**config.mk**
```make
export PLATFORM = sky130hd
export DESIGN_NAME = i2c_master_byte_engine_flat
export DESIGN_NICKNAME = d
export VERILOG_FILES = /design/src/sv/i2cm_pkg.sv /design/src/sv/i2cm_in_if.sv /design/src/sv/i2cm_out_if.sv /design/src/sv/i2cm_seq.sv /design/src/sv/i2cm_out_reg.sv /design/src/sv/i2c_master_byte_engine.sv /design/src/flat_wrapper.sv
export SDC_FILE = /design/constraint.sdc
export NUM_CORES = 1
export LEC_CHECK = 0
export BUFFER_PORTS_ARGS = -buffer_cell sky130_fd_sc_hd__buf_2
export CAP_MARGIN = 0
export CELL_PAD_IN_SITES_DETAIL_PLACEMENT = 1
export CELL_PAD_IN_SITES_GLOBAL_PLACEMENT = 1
export CORE_MARGIN = 2
export CORE_UTILIZATION = 35
export DETAILED_ROUTE_END_ITERATION = 10
export PLACE_DENSITY = 0.62
export SLEW_MARGIN = 20
export SYNTH_ARGS = -nofsm -noshare
export SYNTH_HDL_FRONTEND = slang
export SYNTH_SLANG_ARGS = --single-unit
export TNS_END_PERCENT = 20
```
**constraint.sdc**
```tcl
create_clock -name clk -period 6 [get_ports clk]
set_clock_uncertainty 0.15 [all_clocks]
set_input_delay 0.6 -clock clk [delete_from_list [all_inputs] [get_ports clk]]
set_output_delay 0.6 -clock clk [all_outputs]
set_load 0.01 [all_outputs]
```
**src/sv/i2cm_pkg.sv**
```systemverilog
// i2cm_pkg: shared types and constants for the i2c master byte engine
// no dependencies; used by every module of the block
package i2cm_pkg;

  typedef enum logic [2:0] {
    CMD_NONE  = 3'd0,
    CMD_START = 3'd1,
    CMD_STOP  = 3'd2,
    CMD_WRITE = 3'd3,
    CMD_READ  = 3'd4,
    CMD_WAIT  = 3'd5
  } cmd_t;

  typedef enum logic [0:0] {
    CFG_ACK_LIMIT   = 1'b0,
    CFG_PHASE_TICKS = 1'b1
  } cfg_idx_t;

  localparam logic [7:0] ACK_LIMIT_RST   = 8'd250;
  localparam logic [7:0] PHASE_TICKS_RST = 8'd1;
  localparam logic [7:0] POLL_MAX        = 8'hff;
  localparam logic [3:0] BITS_PER_BYTE   = 4'd8;
  localparam logic [3:0] POLL_PHASE      = 4'd2;

  typedef struct packed {
    logic [7:0] ack_limit;
    logic [7:0] phase_ticks;
  } cfg_t;

  typedef struct packed {
    cmd_t       cmd;
    logic [3:0] phase;
    logic [3:0] bit_idx;
    logic [7:0] shift;
    logic [7:0] tick;
    logic [7:0] poll;
    logic       ack_choice;
    logic       scl;
    logic       sda;
    logic       fail;
    logic [7:0] rx_hold;
  } seq_state_t;

  typedef struct packed {
    logic       scl_out;
    logic       sda_out;
    logic       busy_res;
    logic       done_res;
    logic [7:0] rx_data;
    logic       ack_failed;
  } result_t;

endpackage

```
**src/sv/i2cm_in_if.sv**
```systemverilog
// i2cm_in_if: tick channel into the i2c master, valid/ready plus command fields
// depends on nothing but the standard handshake convention
interface i2cm_in_if;
  logic       valid;
  logic       ready;
  logic [2:0] action;
  logic [7:0] tx_data;
  logic       send_ack;
  logic       sda_in;

  modport source (output valid, output action, output tx_data, output send_ack,
                  output sda_in, input ready);
  modport sink   (input valid, input action, input tx_data, input send_ack,
                  input sda_in, output ready);
endinterface

```
**src/sv/i2cm_out_if.sv**
```systemverilog
// i2cm_out_if: result channel of the i2c master, valid/ready plus pin and status fields
// depends on nothing but the standard handshake convention
interface i2cm_out_if;
  logic       valid;
  logic       ready;
  logic       scl_out;
  logic       sda_out;
  logic       busy_res;
  logic       done_res;
  logic [7:0] rx_data;
  logic       ack_failed;

  modport source (output valid, output scl_out, output sda_out, output busy_res,
                  output done_res, output rx_data, output ack_failed, input ready);
  modport sink   (input valid, input scl_out, input sda_out, input busy_res,
                  input done_res, input rx_data, input ack_failed, output ready);
endinterface

```
**src/sv/i2cm_seq.sv**
```systemverilog
// i2cm_seq: next-state logic of the bus sequencer for one tick, plus the result it yields
// depends on i2cm_pkg
module i2cm_seq (
  input  i2cm_pkg::seq_state_t cur,
  input  i2cm_pkg::cfg_t       cfg,
  input  logic [2:0]           action,
  input  logic [7:0]           tx_data,
  input  logic                 send_ack,
  input  logic                 sda_in,
  output i2cm_pkg::seq_state_t nxt,
  output i2cm_pkg::result_t    res
);

  // pin writes that open the segment named by s.phase
  function automatic i2cm_pkg::seq_state_t enter_seg(i2cm_pkg::seq_state_t s);
    i2cm_pkg::seq_state_t r;
    r = s;
    unique case (s.cmd)
      i2cm_pkg::CMD_START: begin
        if (s.phase == 4'd0) begin
          r.sda = 1'b1;
          r.scl = 1'b1;
        end else if (s.phase == 4'd1) begin
          r.sda = 1'b0;
        end else begin
          r.scl = 1'b0;
        end
      end
      i2cm_pkg::CMD_STOP: begin
        if (s.phase == 4'd0) r.sda = 1'b0;
        else if (s.phase == 4'd1) r.scl = 1'b1;
        else r.sda = 1'b1;
      end
      i2cm_pkg::CMD_WRITE: begin
        if (s.phase == 4'd0) begin
          if (s.bit_idx != 4'd0) r.scl = 1'b0;
          r.sda = s.shift[7];
        end else begin
          r.scl = 1'b1;
        end
      end
      i2cm_pkg::CMD_READ: begin
        case (s.phase)
          4'd0, 4'd3: r.scl = 1'b1;
          4'd1, 4'd4: r.scl = 1'b0;
          4'd2:       r.sda = ~s.ack_choice;
          default:    r.sda = 1'b1;
        endcase
      end
      i2cm_pkg::CMD_WAIT: begin
        case (s.phase)
          4'd0, 4'd5: r.sda = 1'b1;
          4'd1, 4'd4: r.scl = 1'b1;
          4'd3:       r.sda = 1'b0;
          4'd6:       r.scl = 1'b0;
          default:    r = s;
        endcase
      end
      default: r = s;
    endcase
    return r;
  endfunction

  function automatic i2cm_pkg::seq_state_t go_to(i2cm_pkg::seq_state_t s, logic [3:0] p);
    i2cm_pkg::seq_state_t r;
    r       = s;
    r.phase = p;
    r.tick  = 8'd0;
    return enter_seg(r);
  endfunction

  logic [7:0] limit_ticks;
  logic [7:0] tick_inc;
  logic [7:0] poll_inc;
  logic [3:0] bit_inc;
  logic [3:0] phase_inc;
  logic       done;
  logic       finish;
  i2cm_pkg::seq_state_t s;

  assign limit_ticks = (cfg.phase_ticks == 8'd0) ? 8'd1 : cfg.phase_ticks;
  assign tick_inc    = cur.tick + 8'd1;
  assign poll_inc    = (cur.poll == i2cm_pkg::POLL_MAX) ? cur.poll : cur.poll + 8'd1;
  assign bit_inc     = cur.bit_idx + 4'd1;
  assign phase_inc   = cur.phase + 4'd1;

  // next state
  always_comb begin
    s      = cur;
    finish = 1'b0;
    if (cur.cmd == i2cm_pkg::CMD_NONE) begin
      if (action >= 3'(i2cm_pkg::CMD_START) && action <= 3'(i2cm_pkg::CMD_WAIT)) begin
        s.cmd        = i2cm_pkg::cmd_t'(action);
        s.bit_idx    = 4'd0;
        s.poll       = 8'd0;
        s.ack_choice = send_ack;
        s.shift      = (action == 3'(i2cm_pkg::CMD_WRITE)) ? tx_data : 8'd0;
        if (action == 3'(i2cm_pkg::CMD_WAIT)) s.fail = 1'b0;
        s = go_to(s, 4'd0);
      end
    end else if (cur.cmd == i2cm_pkg::CMD_WAIT && cur.phase == i2cm_pkg::POLL_PHASE) begin
      if (!sda_in) begin
        s = go_to(s, 4'd6);
      end else begin
        s.poll = poll_inc;
        if (poll_inc > cfg.ack_limit) begin
          s.fail = 1'b1;
          s = go_to(s, 4'd3);
        end
      end
    end else if (tick_inc < limit_ticks) begin
      s.tick = tick_inc;
    end else begin
      s.tick = 8'd0;
      unique case (cur.cmd)
        i2cm_pkg::CMD_START, i2cm_pkg::CMD_STOP, i2cm_pkg::CMD_WAIT: begin
          if ((cur.cmd == i2cm_pkg::CMD_WAIT) ? (cur.phase >= 4'd6) : (cur.phase >= 4'd2))
            finish = 1'b1;
          else
            s = go_to(s, phase_inc);
        end
        i2cm_pkg::CMD_WRITE: begin
          if (cur.phase == 4'd0) begin
            s = go_to(s, 4'd1);
          end else if (bit_inc >= i2cm_pkg::BITS_PER_BYTE) begin
            s.scl  = 1'b0;
            s.sda  = 1'b1;
            finish = 1'b1;
          end else begin
            s.bit_idx = bit_inc;
            s.shift   = {cur.shift[6:0], 1'b0};
            s = go_to(s, 4'd0);
          end
        end
        i2cm_pkg::CMD_READ: begin
          if (cur.phase == 4'd0) begin
            s.shift = {cur.shift[6:0], sda_in};
            s = go_to(s, 4'd1);
          end else if (cur.phase == 4'd1) begin
            s.bit_idx = bit_inc;
            s = go_to(s, (bit_inc >= i2cm_pkg::BITS_PER_BYTE) ? 4'd2 : 4'd0);
          end else if (cur.phase >= (cur.ack_choice ? 4'd5 : 4'd4)) begin
            s.rx_hold = cur.shift;
            finish    = 1'b1;
          end else begin
            s = go_to(s, phase_inc);
          end
        end
        default: finish = 1'b1;
      endcase
      if (finish) begin
        s.cmd     = i2cm_pkg::CMD_NONE;
        s.phase   = 4'd0;
        s.bit_idx = 4'd0;
        s.tick    = 8'd0;
      end
    end
    nxt  = s;
    done = finish;
  end

  // result for this tick, taken from the updated state
  always_comb begin
    res.scl_out    = nxt.scl;
    res.sda_out    = nxt.sda;
    res.busy_res   = (nxt.cmd != i2cm_pkg::CMD_NONE);
    res.done_res   = done;
    res.rx_data    = nxt.rx_hold;
    res.ack_failed = nxt.fail;
  end

endmodule

```
**src/sv/i2cm_out_reg.sv**
```systemverilog
// i2cm_out_reg: result register that decouples the tick channel from the result channel
// depends on i2cm_pkg and i2cm_out_if
module i2cm_out_reg (
  input  logic              clk,
  input  logic              rst_n,
  input  logic              load,
  input  i2cm_pkg::result_t res,
  output logic              room,
  i2cm_out_if.source        out_ch
);

  logic              valid_r;
  logic              valid_nxt;
  i2cm_pkg::result_t data_r;

  assign room      = !valid_r || out_ch.ready;
  assign valid_nxt = load || (valid_r && !out_ch.ready);

  always_ff @(posedge clk) begin
    if (!rst_n) begin
      valid_r <= 1'b0;
    end else begin
      valid_r <= valid_nxt;
    end
  end

  always_ff @(posedge clk) begin
    if (load) begin
      data_r <= res;
    end
  end

  assign out_ch.valid      = valid_r;
  assign out_ch.scl_out    = data_r.scl_out;
  assign out_ch.sda_out    = data_r.sda_out;
  assign out_ch.busy_res   = data_r.busy_res;
  assign out_ch.done_res   = data_r.done_res;
  assign out_ch.rx_data    = data_r.rx_data;
  assign out_ch.ack_failed = data_r.ack_failed;

endmodule

```
**src/sv/i2c_master_byte_engine.sv**
```systemverilog
// i2c_master_byte_engine: tick-driven i2c master, top level
// depends on i2cm_pkg, i2cm_in_if, i2cm_out_if, i2cm_seq and i2cm_out_reg
//
// usage
// - in_ch carries one bus-timing tick per beat: an optional command (start, stop,
//   write byte, read byte, wait for ack), the byte to send, the ack choice for a
//   read and the sampled sda level
// - out_ch returns exactly one beat per tick: scl/sda drive, busy, done, the last
//   received byte and the ack-timeout flag, all as they stand after that tick
// - cfg_we/cfg_idx/cfg_wdata write ack_timeout_limit (index 0) and phase_ticks
//   (index 1); write only while no tick is in flight
// - latency: the result of a tick is on out_ch the cycle after its beat is taken
// - throughput: one tick per cycle while out_ch is not stalled; the sequencer step is
//   one pass of logic between the state register and the result register
// - when the receiver stalls, in_ch.ready follows: a tick is taken only if the
//   result register is empty or being emptied in the same cycle
// - synchronous reset: pins released, no command, limit 250, phase length 1 tick,
//   result register empty; no clearing pass is needed
// - a command given while busy, or an unknown action code, is ignored
module i2c_master_byte_engine (
  input  logic       clk,
  input  logic       rst_n,
  i2cm_in_if.sink    in_ch,
  i2cm_out_if.source out_ch,
  input  logic       cfg_we,
  input  logic       cfg_idx,
  input  logic [7:0] cfg_wdata
);

  // sequencer state and configuration registers
  i2cm_pkg::seq_state_t st_r;
  i2cm_pkg::seq_state_t st_nxt;
  i2cm_pkg::cfg_t       cfg_r;
  i2cm_pkg::result_t    res;
  logic                 room;
  logic                 accept;

  assign in_ch.ready = room;
  assign accept      = in_ch.valid && room;

  // register writes, decoded by index
  always_ff @(posedge clk) begin
    if (!rst_n) begin
      cfg_r.ack_limit   <= i2cm_pkg::ACK_LIMIT_RST;
      cfg_r.phase_ticks <= i2cm_pkg::PHASE_TICKS_RST;
    end else if (cfg_we) begin
      unique case (i2cm_pkg::cfg_idx_t'(cfg_idx))
        i2cm_pkg::CFG_ACK_LIMIT:   cfg_r.ack_limit   <= cfg_wdata;
        i2cm_pkg::CFG_PHASE_TICKS: cfg_r.phase_ticks <= cfg_wdata;
        default:                   cfg_r             <= cfg_r;
      endcase
    end
  end

  // one sequencer step per accepted tick
  i2cm_seq u_seq (
    .cur      (st_r),
    .cfg      (cfg_r),
    .action   (in_ch.action),
    .tx_data  (in_ch.tx_data),
    .send_ack (in_ch.send_ack),
    .sda_in   (in_ch.sda_in),
    .nxt      (st_nxt),
    .res      (res)
  );

  always_ff @(posedge clk) begin
    if (!rst_n) begin
      st_r.cmd        <= i2cm_pkg::CMD_NONE;
      st_r.phase      <= 4'd0;
      st_r.bit_idx    <= 4'd0;
      st_r.shift      <= 8'd0;
      st_r.tick       <= 8'd0;
      st_r.poll       <= 8'd0;
      st_r.ack_choice <= 1'b0;
      st_r.scl        <= 1'b1;
      st_r.sda        <= 1'b1;
      st_r.fail       <= 1'b0;
      st_r.rx_hold    <= 8'd0;
    end else if (accept) begin
      st_r <= st_nxt;
    end
  end

  // result register, one beat out per tick taken
  i2cm_out_reg u_out (
    .clk    (clk),
    .rst_n  (rst_n),
    .load   (accept),
    .res    (res),
    .room   (room),
    .out_ch (out_ch)
  );

  // a finished command never reports busy in the same beat
  a_done_not_busy: assert property (@(posedge clk) disable iff (!rst_n)
    out_ch.valid |-> !(out_ch.done_res && out_ch.busy_res))
    else $error("done and busy reported together");

  // a held result blocks new ticks
  a_stall_blocks: assert property (@(posedge clk) disable iff (!rst_n)
    out_ch.valid && !out_ch.ready |-> !in_ch.ready)
    else $error("tick taken while result stalled");

  // idle with no command stays idle
  a_idle_stays: assert property (@(posedge clk) disable iff (!rst_n)
    accept && st_r.cmd == i2cm_pkg::CMD_NONE && in_ch.action == 3'(i2cm_pkg::CMD_NONE)
    |=> st_r.cmd == i2cm_pkg::CMD_NONE)
    else $error("command started without an action");

  // the failure flag is only raised during an ack wait
  a_fail_in_wait: assert property (@(posedge clk) disable iff (!rst_n)
    $rose(st_r.fail) |-> $past(accept && st_r.cmd == i2cm_pkg::CMD_WAIT))
    else $error("ack failure outside an ack wait");

  // state only moves on an accepted tick
  a_state_holds: assert property (@(posedge clk) disable iff (!rst_n)
    !accept |=> $stable(st_r))
    else $error("sequencer state changed without a tick");

endmodule
```
**src/flat_wrapper.sv**
```systemverilog
// flat-port wrapper written by rule: the top's interface ports become plain ports
module i2c_master_byte_engine_flat 
  (clk, rst_n, cfg_we, cfg_idx, cfg_wdata, in_ch_valid, in_ch_action, in_ch_tx_data, in_ch_send_ack, in_ch_sda_in, in_ch_ready, out_ch_valid, out_ch_scl_out, out_ch_sda_out, out_ch_busy_res, out_ch_done_res, out_ch_rx_data, out_ch_ack_failed, out_ch_ready);
  i2cm_in_if in_ch_i ();
  i2cm_out_if out_ch_i ();
  input  logic clk;
  input  logic rst_n;
  input  logic cfg_we;
  input  logic cfg_idx;
  input  logic [7:0] cfg_wdata;
  input wire logic [$bits(in_ch_i.valid)-1:0] in_ch_valid;
  input wire logic [$bits(in_ch_i.action)-1:0] in_ch_action;
  input wire logic [$bits(in_ch_i.tx_data)-1:0] in_ch_tx_data;
  input wire logic [$bits(in_ch_i.send_ack)-1:0] in_ch_send_ack;
  input wire logic [$bits(in_ch_i.sda_in)-1:0] in_ch_sda_in;
  output wire logic [$bits(in_ch_i.ready)-1:0] in_ch_ready;
  output wire logic [$bits(out_ch_i.valid)-1:0] out_ch_valid;
  output wire logic [$bits(out_ch_i.scl_out)-1:0] out_ch_scl_out;
  output wire logic [$bits(out_ch_i.sda_out)-1:0] out_ch_sda_out;
  output wire logic [$bits(out_ch_i.busy_res)-1:0] out_ch_busy_res;
  output wire logic [$bits(out_ch_i.done_res)-1:0] out_ch_done_res;
  output wire logic [$bits(out_ch_i.rx_data)-1:0] out_ch_rx_data;
  output wire logic [$bits(out_ch_i.ack_failed)-1:0] out_ch_ack_failed;
  input wire logic [$bits(out_ch_i.ready)-1:0] out_ch_ready;
  assign in_ch_i.valid = in_ch_valid;
  assign in_ch_i.action = in_ch_action;
  assign in_ch_i.tx_data = in_ch_tx_data;
  assign in_ch_i.send_ack = in_ch_send_ack;
  assign in_ch_i.sda_in = in_ch_sda_in;
  assign in_ch_ready = in_ch_i.ready;
  assign out_ch_valid = out_ch_i.valid;
  assign out_ch_scl_out = out_ch_i.scl_out;
  assign out_ch_sda_out = out_ch_i.sda_out;
  assign out_ch_busy_res = out_ch_i.busy_res;
  assign out_ch_done_res = out_ch_i.done_res;
  assign out_ch_rx_data = out_ch_i.rx_data;
  assign out_ch_ack_failed = out_ch_i.ack_failed;
  assign out_ch_i.ready = out_ch_ready;
  i2c_master_byte_engine u_core (.clk(clk), .rst_n(rst_n), .in_ch(in_ch_i), .out_ch(out_ch_i), .cfg_we(cfg_we), .cfg_idx(cfg_idx), .cfg_wdata(cfg_wdata));
endmodule
```
== Word-level counts from Yosys, hierarchy flattened ==
Cells that the tools add are included.

* Bits of input ports: 27
* Word-level logic and storage cells: 174
* Register bits: 77

* Equality and inequality tests: 40
* Muxes and demuxes: 58
* Order comparisons: 8
* Bitwise logic cells: 2
* Reduce and logical (&&, ||, !) cells: 42
* Add/subtract/negate cells: 4

{| class="wikitable"
|+ Operator list
! kind !! count
|-
| 44-bit 2-to-1 mux || 6
|-
| 47-bit 2-to-1 mux || 3
|-
| 44-bit case mux with 3 select lines || 1
|-
| 8-bit 2-to-1 mux || 6
|-
| 36-bit 2-to-1 mux || 1
|-
| 33-bit 2-to-1 mux || 1
|-
| 1-bit 2-to-1 mux || 22
|-
| 20-bit 2-to-1 mux || 1
|-
| 2-bit OR reduction || 10
|-
| 19-bit 2-to-1 mux || 1
|-
| 1-bit case mux with 2 select lines || 9
|-
| 8-bit by 1-bit adder with 8-bit output (second input constant) || 2
|-
| 4-bit != test (second input constant) || 4
|-
| 3-bit != test (second input constant) || 5
|-
| 3-bit by 2-bit == test with 1-bit output (second input constant) || 4
|-
| 3-bit == test (second input constant) || 4
|-
| 4-bit by 2-bit == test with 1-bit output (second input constant) || 3
|-
| 4-bit by 3-bit == test with 1-bit output (second input constant) || 3
|-
| 4-bit zero test || 3
|-
| 11-bit 2-to-1 mux || 1
|-
| 10-bit AND reduction || 1
|-
| 9-bit AND reduction || 1
|-
| 4-bit by 1-bit adder with 4-bit output (second input constant) || 2
|-
| 4-bit by 1-bit == test with 1-bit output (second input constant) || 2
|-
| other kinds (38) || 58
|}

== Depth between registers and ports, before layout ==
Gate-level depths: netlist of run 1.

* Depth in word-level cells: 14
* Gate-level depth with buffers: 14
* Gate-level depth less buffers: 13

== By module ==
Synthesis of run 1 repeated with hierarchy kept, for this count alone.

* Cell total of the unflattened synthesis: 763
* Area total of the unflattened synthesis: 5945.7 um^2

{| class="wikitable"
|+ Modules (own cells, without submodules)
! module !! area each (um^2) !! instances !! cells each
|-
| i2cm_seq || 2962.8 || 1 || 460
|-
| i2c_master_byte_engine || 2543.7 || 1 || 286
|-
| i2cm_out_reg || 439.2 || 1 || 17
|}

== Worst setup path after synthesis of run 1 ==
No wires, ideal clock.

* Path kind: register to register
* Start point: register u_core.st_r[12] in the netlist's numbering
* End point: register u_core.st_r[20] in the netlist's numbering
* Arrival: 2.897 ns
* Path slack: 2.820 ns
* Library setup time: 0.133 ns
* Data required time: 5.717 ns
* Period minus slack after synthesis: 3.180 ns
* Stages on the path, launching flop included: 13
* Path through: dfxtp_1 > ha_1 > and3_1 > nand3_1 > mux2_2 > ha_1 > nor2b_1 > o211ai_1 > a21boi_0 > o32a_1 > nand2_1 > o21ai_0 > nor2_1

* Longest elaborated chain between the ends: 5
* Elaborated cells on any way between the ends: 6
* Classes of those cells: add/sub (1); order compare (1); eq/ne (2); mux (1); reduce/logical (1)

{| class="wikitable"
|+ Ends and longest elaborated chain
! what !! line !! text
|-
| from (decl) || i2c_master_byte_engine.sv:31 || <nowiki>i2cm_pkg::seq_state_t st_r;</nowiki>
|-
| from (signal assigned) || i2c_master_byte_engine.sv:81 || <nowiki>st_r <= st_nxt;</nowiki>
|-
| 8-bit by 1-bit adder with 8-bit output / 8-bit == test (equally long branches) || i2cm_seq.sv:83 || <nowiki>assign poll_inc = (cur.poll == i2cm_pkg::POLL_MAX) ? cur.poll : cur.poll + 8'd1;</nowiki>
|-
| 8-bit 2-to-1 mux * || i2cm_seq.sv:83 ||
|-
| 8-bit > comparator * || i2cm_seq.sv:106 || <nowiki>if (poll_inc > cfg.ack_limit) begin</nowiki>
|-
| 4-bit by 3-bit != test with 1-bit output (no line) * || n/a ||
|-
| 3-bit AND reduction (no line) * || n/a ||
|}

Every way passes the cells marked *; elsewhere a longest branch is shown, timed or not.
A chain may end at the register's enable or synchronous reset.

== Worst setup path after layout of run 1 ==
* Start point: register u_core.st_r[12] in the netlist's numbering
* End point: register u_core.st_r[22] in the netlist's numbering

The elaborated chain is that of the path after synthesis.

==> run summary, run 1 <==
The relative area change from synthesis to final layout was 10.8%; the area of the core region was 13,900 sq um. The die is 123 microns wide. For the number of rows created at floorplan, the log shows 43.

The summed instance area of the synthesized netlist is 4990 sq um. After filler insertion, the fill cell instance count of the layout stands at 1,714. Count of TritonRoute iterations in the first routing pass: 4. In this run the static leakage power is 2.10 nW. The number of antenna violations at the first check in global routing came out at 0. For the final routed database, the setup TNS stands at 0 ps.

Via count of the first global-routing pass: 4,579. In this run the most used layer during global routing was met2. The I/O pin total is 42, and the share of async-settable or async-resettable flops after synthesis is 0%. Registers take 1670 sq um. For this design the ratio of total power to cell area is 241 nW/um^2.

The root buffer cell was sky130_fd_sc_hd__clkbuf_16. By startpoint and endpoint, the worst setup path is classified as flop to flop. In this run, synthesis produced a sequential element count of 77. The number of max-cap violations came out at 0.

In the global route stage, met3 resource usage came out at 3.74%. The tools report the cell total after placement as 786. Sequential elements use 33.5% of the synthesized area. For the pin with the worst max-slew slack, the measured transition is 1080 ps.

The total number of vias came out at 4,629. The final critical path takes up 63.9% of the cycle. The placer's final routability congestion estimate was 0.825; the final-report hold violation count was 0. In this run, post-CTS hold repair placed 0 buffers. The detailed router's first-iteration violation count was 272.

The total congestion overflow after global routing is 0, and the number of synthesized flops with an enable pin is 13. The worst path in the final design needs a cycle of 3840 ps, including I/O delays and setup. The overall die height is 123 microns. The worst setup path is captured at a flop. The final-report max-slew violation count is 0.

For this run, design rule violations remaining after detail routing come to 0. The logs give 0 for the number of gates resized after CTS and 261 MHz for the peak clock frequency supported by timing. The most used flip-flop cell after synthesis is sky130_fd_sc_hd__dfxtp_1. The later pin in the worst-skew pair is clocked with a latency of 350 ps. Data on the critical path is required at its endpoint by 6060 ps. Leaving out filler cells and counting taps, the final layout contains 802. Cells fill 39.8% of the core in the end. The library cell occupying the most area in the post-synthesis netlist was sky130_fd_sc_hd__dfxtp_1. Across every metal layer, demand over resource in global routing totals 20.9%. 0 antenna diodes ended up in the layout.

The met2 track demand over resource was 34.5%; the number of distinct library cells after synthesis was 78. For the area of the die, the log shows 15,200 sq um. After clock tree synthesis, the setup repair step added 0 buffers.

The wire-length estimate of the detail-placed layout is 11,000 microns. Dividing the detail-routed wire length by the instance count gives 19.0 microns. Yosys printed 0 warnings. STA classifies the critical path startpoint as a flop.

Across all hold checks on the routed design, the worst slack comes to 311 ps. Path type of the worst min-delay path: flop to flop. Of all nets on the critical path, the largest fanout is 8. The completed layout was analyzed and its total power is 1.33 mW. The number of clock sinks is 77, and the total number of H-tree levels is 3. TritonCTS built the clock tree. In the final layout, the multi-input gates occupy 3020 sq um.

The maximum number of pins on one net before global-route repair is 46, and the post-synthesis cell count is 596. For this block, the routed nets add up to 15,200 microns of wire. The number of buffers added on ports works out to 41. In the post-synthesis netlist, the cell with the most instances is sky130_fd_sc_hd__dfxtp_1. Setup violations remaining at the end of the flow were counted as 0. After clock tree synthesis, the clock-pin slew on the worst setup and hold paths is 60 ps. The detail route stage leaves a number of antenna-violating nets equal to 0. After synthesis, the most frequently instantiated cells are sky130_fd_sc_hd__dfxtp_1 (64), sky130_fd_sc_hd__nor2_1 (57), sky130_fd_sc_hd__nand2_1 (54). The initial utilization of the core area, before any placement, comes to 35.9%.

The run finished with clean final reports. The met1 track utilization from global routing was 27.4%; the proportion of netlist area held by the largest area contributor was 25.7%. Data arrives at the worst endpoint at 3900 ps. The number of clock buffers added by TritonCTS is 9. The run gives 2 as the number of buffers between clock root and the deepest sink.

Setup repair after global routing left no endpoint under its margin. The run gives 647 as the number of nets produced by synthesis. The post-synthesis area per instance was 8.37 sq um. Across the VDD grid, the largest voltage drop is 0.000133 V. Detailed-route vias per instance: 5.77. In the final design database the tool counted 668 nets.

The tools report the relative slew slack as 27.9%. For the first-pass GRT wire length, the log shows 24,400 microns. In the post-synthesis netlist, the biggest area contributors are sky130_fd_sc_hd__dfxtp_1 (26%), sky130_fd_sc_hd__edfxtp_1 (7.8%), sky130_fd_sc_hd__ha_1 (6.0%), sky130_fd_sc_hd__nor2_1 (4.3%), sky130_fd_sc_hd__a21oi_1 (4.2%). The proportion of layout cells with a drive suffix above 1 came out at 14.3%.
[kinds of logic after synthesis]
| logic type | count (synthesis) | synth area share [%] |
|---|---|---|
| xor gates and xnor gates | 18 | 3.16 |
| buffers and inverters | 63 | 5.97 |
| AOI/OAI and AO/OA | 182 | 25.2 |
| and+or+nand+nor | 216 | 22.7 |
| DFF | 77 | 33.5 |
| muxes | 16 | 3.41 |
| adders and majority gates | 24 | 6.02 |
[metal layers]
| layer | up-vias | wire, microns |
|---|---|---|
| met3 | 19 | 497 |
| met5 | - | 0 |
| met4 | 0 | 227 |
| met2 | 87 | 7360 |
| met1 | 2276 | 7120 |
| li1 | 2247 | - |
[state kept, by name (all words and copies together) (netlist names)]
signal and cells:
u_core.st_r 47, u_core.u_out.out_ch.scl_out 1, u_core.cfg_r 16, u_core.u_out.out_ch.done_res 1, u_core.u_out.out_ch.rx_data 8, u_core.u_out.out_ch.sda_out 1, u_core.u_out.out_ch.busy_res 1, u_core.u_out.out_ch.ack_failed 1
u_core.u_out.out_ch.valid 1
[placed cells by master, fill, tap and decap left out, types with 5 or more instances in the layout]
master,netlist,final
sky130_fd_sc_hd__a211oi_1,13,13
sky130_fd_sc_hd__a21oi_1,42,42
sky130_fd_sc_hd__a22oi_1,16,16
sky130_fd_sc_hd__a31oi_1,5,5
sky130_fd_sc_hd__and3_1,8,8
sky130_fd_sc_hd__buf_2,7,41
sky130_fd_sc_hd__clkbuf_16,0,9
sky130_fd_sc_hd__dfxtp_1,64,64
sky130_fd_sc_hd__edfxtp_1,13,13
sky130_fd_sc_hd__ha_1,24,24
sky130_fd_sc_hd__inv_1,29,29
sky130_fd_sc_hd__mux2_2,8,8
sky130_fd_sc_hd__mux2i_1,8,8
sky130_fd_sc_hd__nand2_1,54,54
sky130_fd_sc_hd__nand3_1,26,26
sky130_fd_sc_hd__nand3b_1,5,5
sky130_fd_sc_hd__nand4_1,8,8
sky130_fd_sc_hd__nor2_1,57,57
sky130_fd_sc_hd__nor2b_1,6,6
sky130_fd_sc_hd__nor3_1,11,11
sky130_fd_sc_hd__nor4_1,5,5
sky130_fd_sc_hd__o211ai_1,15,15
sky130_fd_sc_hd__o21a_1,9,9
sky130_fd_sc_hd__o21ai_0,27,27
sky130_fd_sc_hd__or3_1,7,7
sky130_fd_sc_hd__xnor2_1,9,9
sky130_fd_sc_hd__xor2_1,9,9
[final cells by class]
| cell class | instances | share of cell area [%] |
|---|---|---|
| clock buffer | 9 | 4.08 |
| sequential | 77 | 30.2 |
| timing repair buffer | 42 | 3.85 |
| tap | 180 | 4.08 |
| inverter | 31 | 2.11 |
| clock inverter | 7 | 1.04 |
| multi-input combinational | 456 | 54.6 |
[metrics by stage]
step / worst slack [ps] / cell area (sq um)
after global routing: 1730 / 5530
after floorplan: 2820 / 4990
after global placement: 2430 / 5240
after detailed placement: 2170 / 5240
after CTS: 2130 / 5530
final: 2160 / 5530
[where the power goes]
part / internal (mW) / switching, mW / leakage [nW] / total [mW]
combinational: 0.0775 / 0.148 / 1.31 / 0.226
clock: 0.287 / 0.240 / 0.143 / 0.527
sequential: 0.550 / 0.0278 / 0.649 / 0.578
total: 0.914 / 0.416 / 2.10 / 1.33
[worst max-delay path, cell delays in order, from the launching register on]
cell                       delay [ps]
sky130_fd_sc_hd__dfxtp_1          420
sky130_fd_sc_hd__ha_1             260
sky130_fd_sc_hd__and3_1           210
sky130_fd_sc_hd__nand3_1          260
sky130_fd_sc_hd__nand4_1          240
sky130_fd_sc_hd__xnor2_1          110
sky130_fd_sc_hd__ha_1             310
sky130_fd_sc_hd__and4_1           250
sky130_fd_sc_hd__a21boi_0         380
sky130_fd_sc_hd__o32a_1           330
sky130_fd_sc_hd__nand2_1          190
sky130_fd_sc_hd__o21ai_0          480
sky130_fd_sc_hd__nor2_1           110
[final timing paths]
kind / start / to / slack, ps / cells after the start
worst min register to register: u_core.st_r[8] / u_core.st_r[8] / 310 / 2
worst max-delay path: u_core.st_r[12] / u_core.st_r[22] / 2160 / 12
worst max register to register: u_core.st_r[12] / u_core.st_r[22] / 2160 / 12
worst min-delay path: u_core.st_r[8] / u_core.st_r[8] / 310 / 2
Power figures use the tool's default switching activity.
==> run 2, diff against run 1 <==
--- a/config.mk
+++ b/config.mk
@@ -5,6 +5,7 @@
 export SDC_FILE = /design/constraint.sdc
 export NUM_CORES = 1
 export LEC_CHECK = 0
+export ABC_AREA = 1
 export BUFFER_PORTS_ARGS = -buffer_cell sky130_fd_sc_hd__buf_2
 export CAP_MARGIN = 0
 export CELL_PAD_IN_SITES_DETAIL_PLACEMENT = 1
@@ -12,7 +13,7 @@
 export CORE_MARGIN = 2
 export CORE_UTILIZATION = 35
 export DETAILED_ROUTE_END_ITERATION = 10
-export PLACE_DENSITY = 0.62
+export PLACE_DENSITY = 0.65
 export SLEW_MARGIN = 20
 export SYNTH_ARGS = -nofsm -noshare
 export SYNTH_HDL_FRONTEND = slang
==> constraint.sdc (replaced) <==
create_clock -name clk -period 3.6 [get_ports clk]
set_clock_uncertainty 0.15 [all_clocks]
set_input_delay 0.36 -clock clk [delete_from_list [all_inputs] [get_ports clk]]
set_output_delay 0.36 -clock clk [all_outputs]
set_load 0.01 [all_outputs]
==> run summary, run 2 <==
The run finished with clean final reports. For the number of nets produced by synthesis, the log shows 762 (was 647). Leading cell types in the layout, fill and taps excluded: sky130_fd_sc_hd__nand2_1 (186), sky130_fd_sc_hd__inv_1 (94), sky130_fd_sc_hd__nor2_1 (75) (was sky130_fd_sc_hd__dfxtp_1 (64), sky130_fd_sc_hd__nor2_1 (57), sky130_fd_sc_hd__nand2_1 (54)).

The placer's final routability congestion estimate came out at 0.868 (was 0.825). The library cell occupying the most area in the post-synthesis netlist was sky130_fd_sc_hd__dfxtp_1 (unchanged). The tools report the number of buffers between clock root and the deepest sink as 2 (unchanged).

Beginning of the worst register-to-register path: u_core.st_r[12] (unchanged). The slew of the pin with the lowest slew margin was 836 ps (was 1080 ps); the peak clock frequency supported by timing was 297 MHz (was 261 MHz). The run gives 13,300 sq um (was 13,900 sq um) as the area of the core region. The summed instance area of the synthesized netlist came out at 4780 sq um (was 4990 sq um). The number of synthesized flops with an enable pin came out at 13 (unchanged).

The final-report max-slew violation count is 0 (unchanged), and the area of the die is 14,600 sq um (was 15,200 sq um). The clock insertion delay at the later pin of the skew report was 350 ps (about the same); the met2 track demand over resource was 36.1% (was 34.5%). TritonCTS built the clock tree. Critical path class: flop to flop (unchanged). The flop and latch count out of synthesis works out to 77 (unchanged). The remaining number of nets flagged by the antenna check after routing was 0 (unchanged); the number of antenna violations at the first check in global routing was 0 (unchanged). Leading post-synthesis cells by instance count: sky130_fd_sc_hd__nand2_1 (186), sky130_fd_sc_hd__inv_1 (95), sky130_fd_sc_hd__nor2_1 (75) (was sky130_fd_sc_hd__dfxtp_1 (64), sky130_fd_sc_hd__nor2_1 (57), sky130_fd_sc_hd__nand2_1 (54)). The required time of the worst setup path is 3720 ps (was 6060 ps). The flip-flop count of the largest register after layout is 47 (unchanged), and the relative area change from synthesis to final layout is 15.2% (was 10.8%). For the detailed router's first-iteration violation count, the log shows 222 (was 272). The most common cell after layout, fill and taps aside was sky130_fd_sc_hd__nand2_1 (was sky130_fd_sc_hd__dfxtp_1). The aggregate global-route resource usage is 20.8% (was 20.9%), and the post-synthesis area per instance is 6.72 sq um (was 8.37 sq um). The clock edge transition at the registers on the reported setup and hold paths was 60 ps (about the same); the fraction of the core area covered by cells at the end of the flow was 41.4% (was 39.8%). The clock period minus final worst setup slack is 3370 ps (was 3840 ps).

The DRC violation count after routing was 0 (unchanged). The number of antenna repair diodes is 0 (unchanged), and the total congestion overflow after global routing is 0 (unchanged). The met1 track utilization from global routing was 26.8% (was 27.4%); the mean routed wirelength per cell was 15.6 microns (was 19.0 microns). Count of final setup violators: 0 (unchanged). The total number of H-tree levels was 3 (unchanged); the number of warning messages in the yosys log was 0 (unchanged). The number of buffers added on ports was 41 (unchanged). The total power consumption of the routed design was 2.35 mW (was 1.33 mW). The tools report the total routed wirelength as 14,600 microns (was 15,200 microns).

The tools report the final-stage net count as 806 (was 668). For the via count of the first global-routing pass, the log shows 4,939 (was 4,579). For the relative slew slack, the log shows 44.1% (was 27.9%). Critical path launch point: u_core.st_r[12] (unchanged). Path type of the worst min-delay path: input port to flop (was flop to flop). The share of async-settable or async-resettable flops after synthesis came out at 0% (unchanged).

The run gives 77 (unchanged) as the number of clock sinks. For the total setup buffers inserted after CTS, the log shows 0 (unchanged). The proportion of netlist area held by the largest area contributor came out at 26.8% (was 25.7%).

The overall die height was 121 microns (was 123 microns). The total number of vias is 4,767 (was 4,629). The logs give 34 (was 46) for the maximum number of pins on one net before global-route repair and 42 (was 43) for the number of rows created at floorplan.

The static leakage is 2.64 nW (was 2.10 nW). The nature of the critical path startpoint was a flop (unchanged). Highest ir drop seen on vdd: 0.000249 V (was 0.000133 V).

The first-pass GRT wire length is 24,300 microns (was 24,400 microns). Maximum fanout along the worst path: 9 (was 8). The global routing usage on met3 was 3.25% (was 3.74%).

The critical path data arrival time is 3490 ps (was 3900 ps). The count of TritonRoute iterations in the first routing pass was 4 (unchanged); the detailed-route vias per instance was 5.09 (was 5.77). The number of max-cap violations was 0 (unchanged); the number of distinct library cells after synthesis was 38 (was 78). The most used flip-flop cell after synthesis is sky130_fd_sc_hd__dfxtp_1 (unchanged). The tools report the sequential-to-total area share from yosys stat as 35.0% (was 33.5%).

Cell types with the largest area share after synthesis: sky130_fd_sc_hd__dfxtp_1 (27%), sky130_fd_sc_hd__nand2_1 (15%), sky130_fd_sc_hd__edfxtp_1 (8.2%), sky130_fd_sc_hd__inv_1 (7.5%), sky130_fd_sc_hd__ha_1 (6.3%) (was sky130_fd_sc_hd__dfxtp_1 (26%), sky130_fd_sc_hd__edfxtp_1 (7.8%), sky130_fd_sc_hd__ha_1 (6.0%), sky130_fd_sc_hd__nor2_1 (4.3%), sky130_fd_sc_hd__a21oi_1 (4.2%)). The logs give 11,100 microns (was 11,000 microns) for the estimated wirelength of the detail-placed design and 9 (unchanged) for the number of buffers created by CTS. The horizontal die dimension works out to 121 microns (was 123 microns).

The starting density of the core came out at 35.9% (about the same). Source of the worst hold timing path: cfg_wdata[4] (was u_core.st_r[8]). The final-report hold violation count is 0 (unchanged).

The tools report the kind of end point of the critical path as a flop (unchanged). The final clock period utilization by the worst path was 93.6% (was 63.9%). The most common cell in the netlist is sky130_fd_sc_hd__nand2_1 (was sky130_fd_sc_hd__dfxtp_1). For the post-synthesis cell count, the log shows 711 (was 596). The root buffer cell is sky130_fd_sc_hd__clkbuf_16 (unchanged).

The I/O pin total was 42 (unchanged); the proportion of layout cells with a drive suffix above 1 was 11.4% (was 14.3%). The layer with the highest usage was met2 (unchanged). The power per standard cell area was 426 nW/um^2 (was 241 nW/um^2).

Register bank with the most flops: u_core.st_r (unchanged).
run 2: cell types whose count changed after synthesis, sizes merged, moves of 8 or more:
cell / change
nand3: +26
mux2i: -8
a22oi: -15
nor2: +21
o21ai: +24
buf: -11
a21oi: +13
a211oi: -14
inv: +73
nand2: +135
and3: -8
o21a: -9
run 2: cell type report:
type                    count  area [sq um]
flip-flops and latches     77          1670
clock inverters             5          58.8
repair buffers             47           250
clock buffers              11           233
fillers                  1741          7790
multi-input cells         517          2680
well taps                 176           220
inverters                 103           389
run 2: timing repair:
item                       in CTS  in global routing
setup endpoints to repair       0                 22
gates resized for setup         0                  4
hold buffers                    0                  0
run 2: logic make-up after synthesis:
family | count (synthesis) | share of synthesized area (%)
multiplexers | 1 | 0.236
XOR/XNOR | 15 | 2.75
AO/OA/AOI/OAI | 136 | 15.5
adder cells (fa/ha/maj) | 24 | 6.28
buffers and inverters | 117 | 9.30
flip-flops | 77 | 35.0
AND/OR/NAND/NOR | 341 | 31.0
run 2: final timing paths:
kind	to	slack, ps	cells after the start
worst min register to register	u_core.cfg_r[10]	320	2
worst max-delay path	u_core.st_r[41]	230	18
worst max register to register	u_core.st_r[41]	230	18
worst min-delay path	u_core.cfg_r[12]	110	3
run 2: metal layers:
layer  share of wire [%]  wire (microns)  vias to the layer above
li1                    -               -                     2412
met1                  47            6850                     2280
met2                  49            7120                       61
met3                 3.0             442                       14
met4                 1.2             181                        0
met5                   0               0                        -
run 2: worst max-delay path, cell delays in order (launching register included):
cell and delay [ps]:
sky130_fd_sc_hd__dfxtp_1 400, sky130_fd_sc_hd__ha_1 210, sky130_fd_sc_hd__nand2_1 100, sky130_fd_sc_hd__nor3_2 240
sky130_fd_sc_hd__nand3_1 150, sky130_fd_sc_hd__mux2_2 310, sky130_fd_sc_hd__ha_1 310, sky130_fd_sc_hd__a21oi_1 70
sky130_fd_sc_hd__o21ai_0 140, sky130_fd_sc_hd__nand2_1 80, sky130_fd_sc_hd__o211ai_1 130, sky130_fd_sc_hd__nand2_1 160
sky130_fd_sc_hd__nand3_1 150, sky130_fd_sc_hd__nand3_4 160, sky130_fd_sc_hd__inv_4 150, sky130_fd_sc_hd__nand2_2 70
sky130_fd_sc_hd__inv_1 90, sky130_fd_sc_hd__nand2_1 80, sky130_fd_sc_hd__o22ai_1 150
run 2: metrics by stage:
stage | setup TNS (ps) | cells | hold slack, ps | setup WS, ps | instance area [sq um]
after global placement | 0 | 920 | 297 | 348 | 5190
final | 0 | 936 | 112 | 229 | 5500
after CTS | 0 | 936 | 106 | 34.7 | 5480
after global routing | -160 | 936 | 129 | -47.4 | 5500
after floorplan | 0 | 711 | 279 | 538 | 4780
after detailed placement | 0 | 920 | 314 | 93.7 | 5190
run 2: power breakdown:
group	total, mW	switching [mW]	leakage (nW)	internal [mW]
registers	0.982	0.0432	0.653	0.939
logic	0.442	0.303	1.85	0.139
clock network	0.922	0.383	0.136	0.539
total	2.35	0.729	2.64	1.62
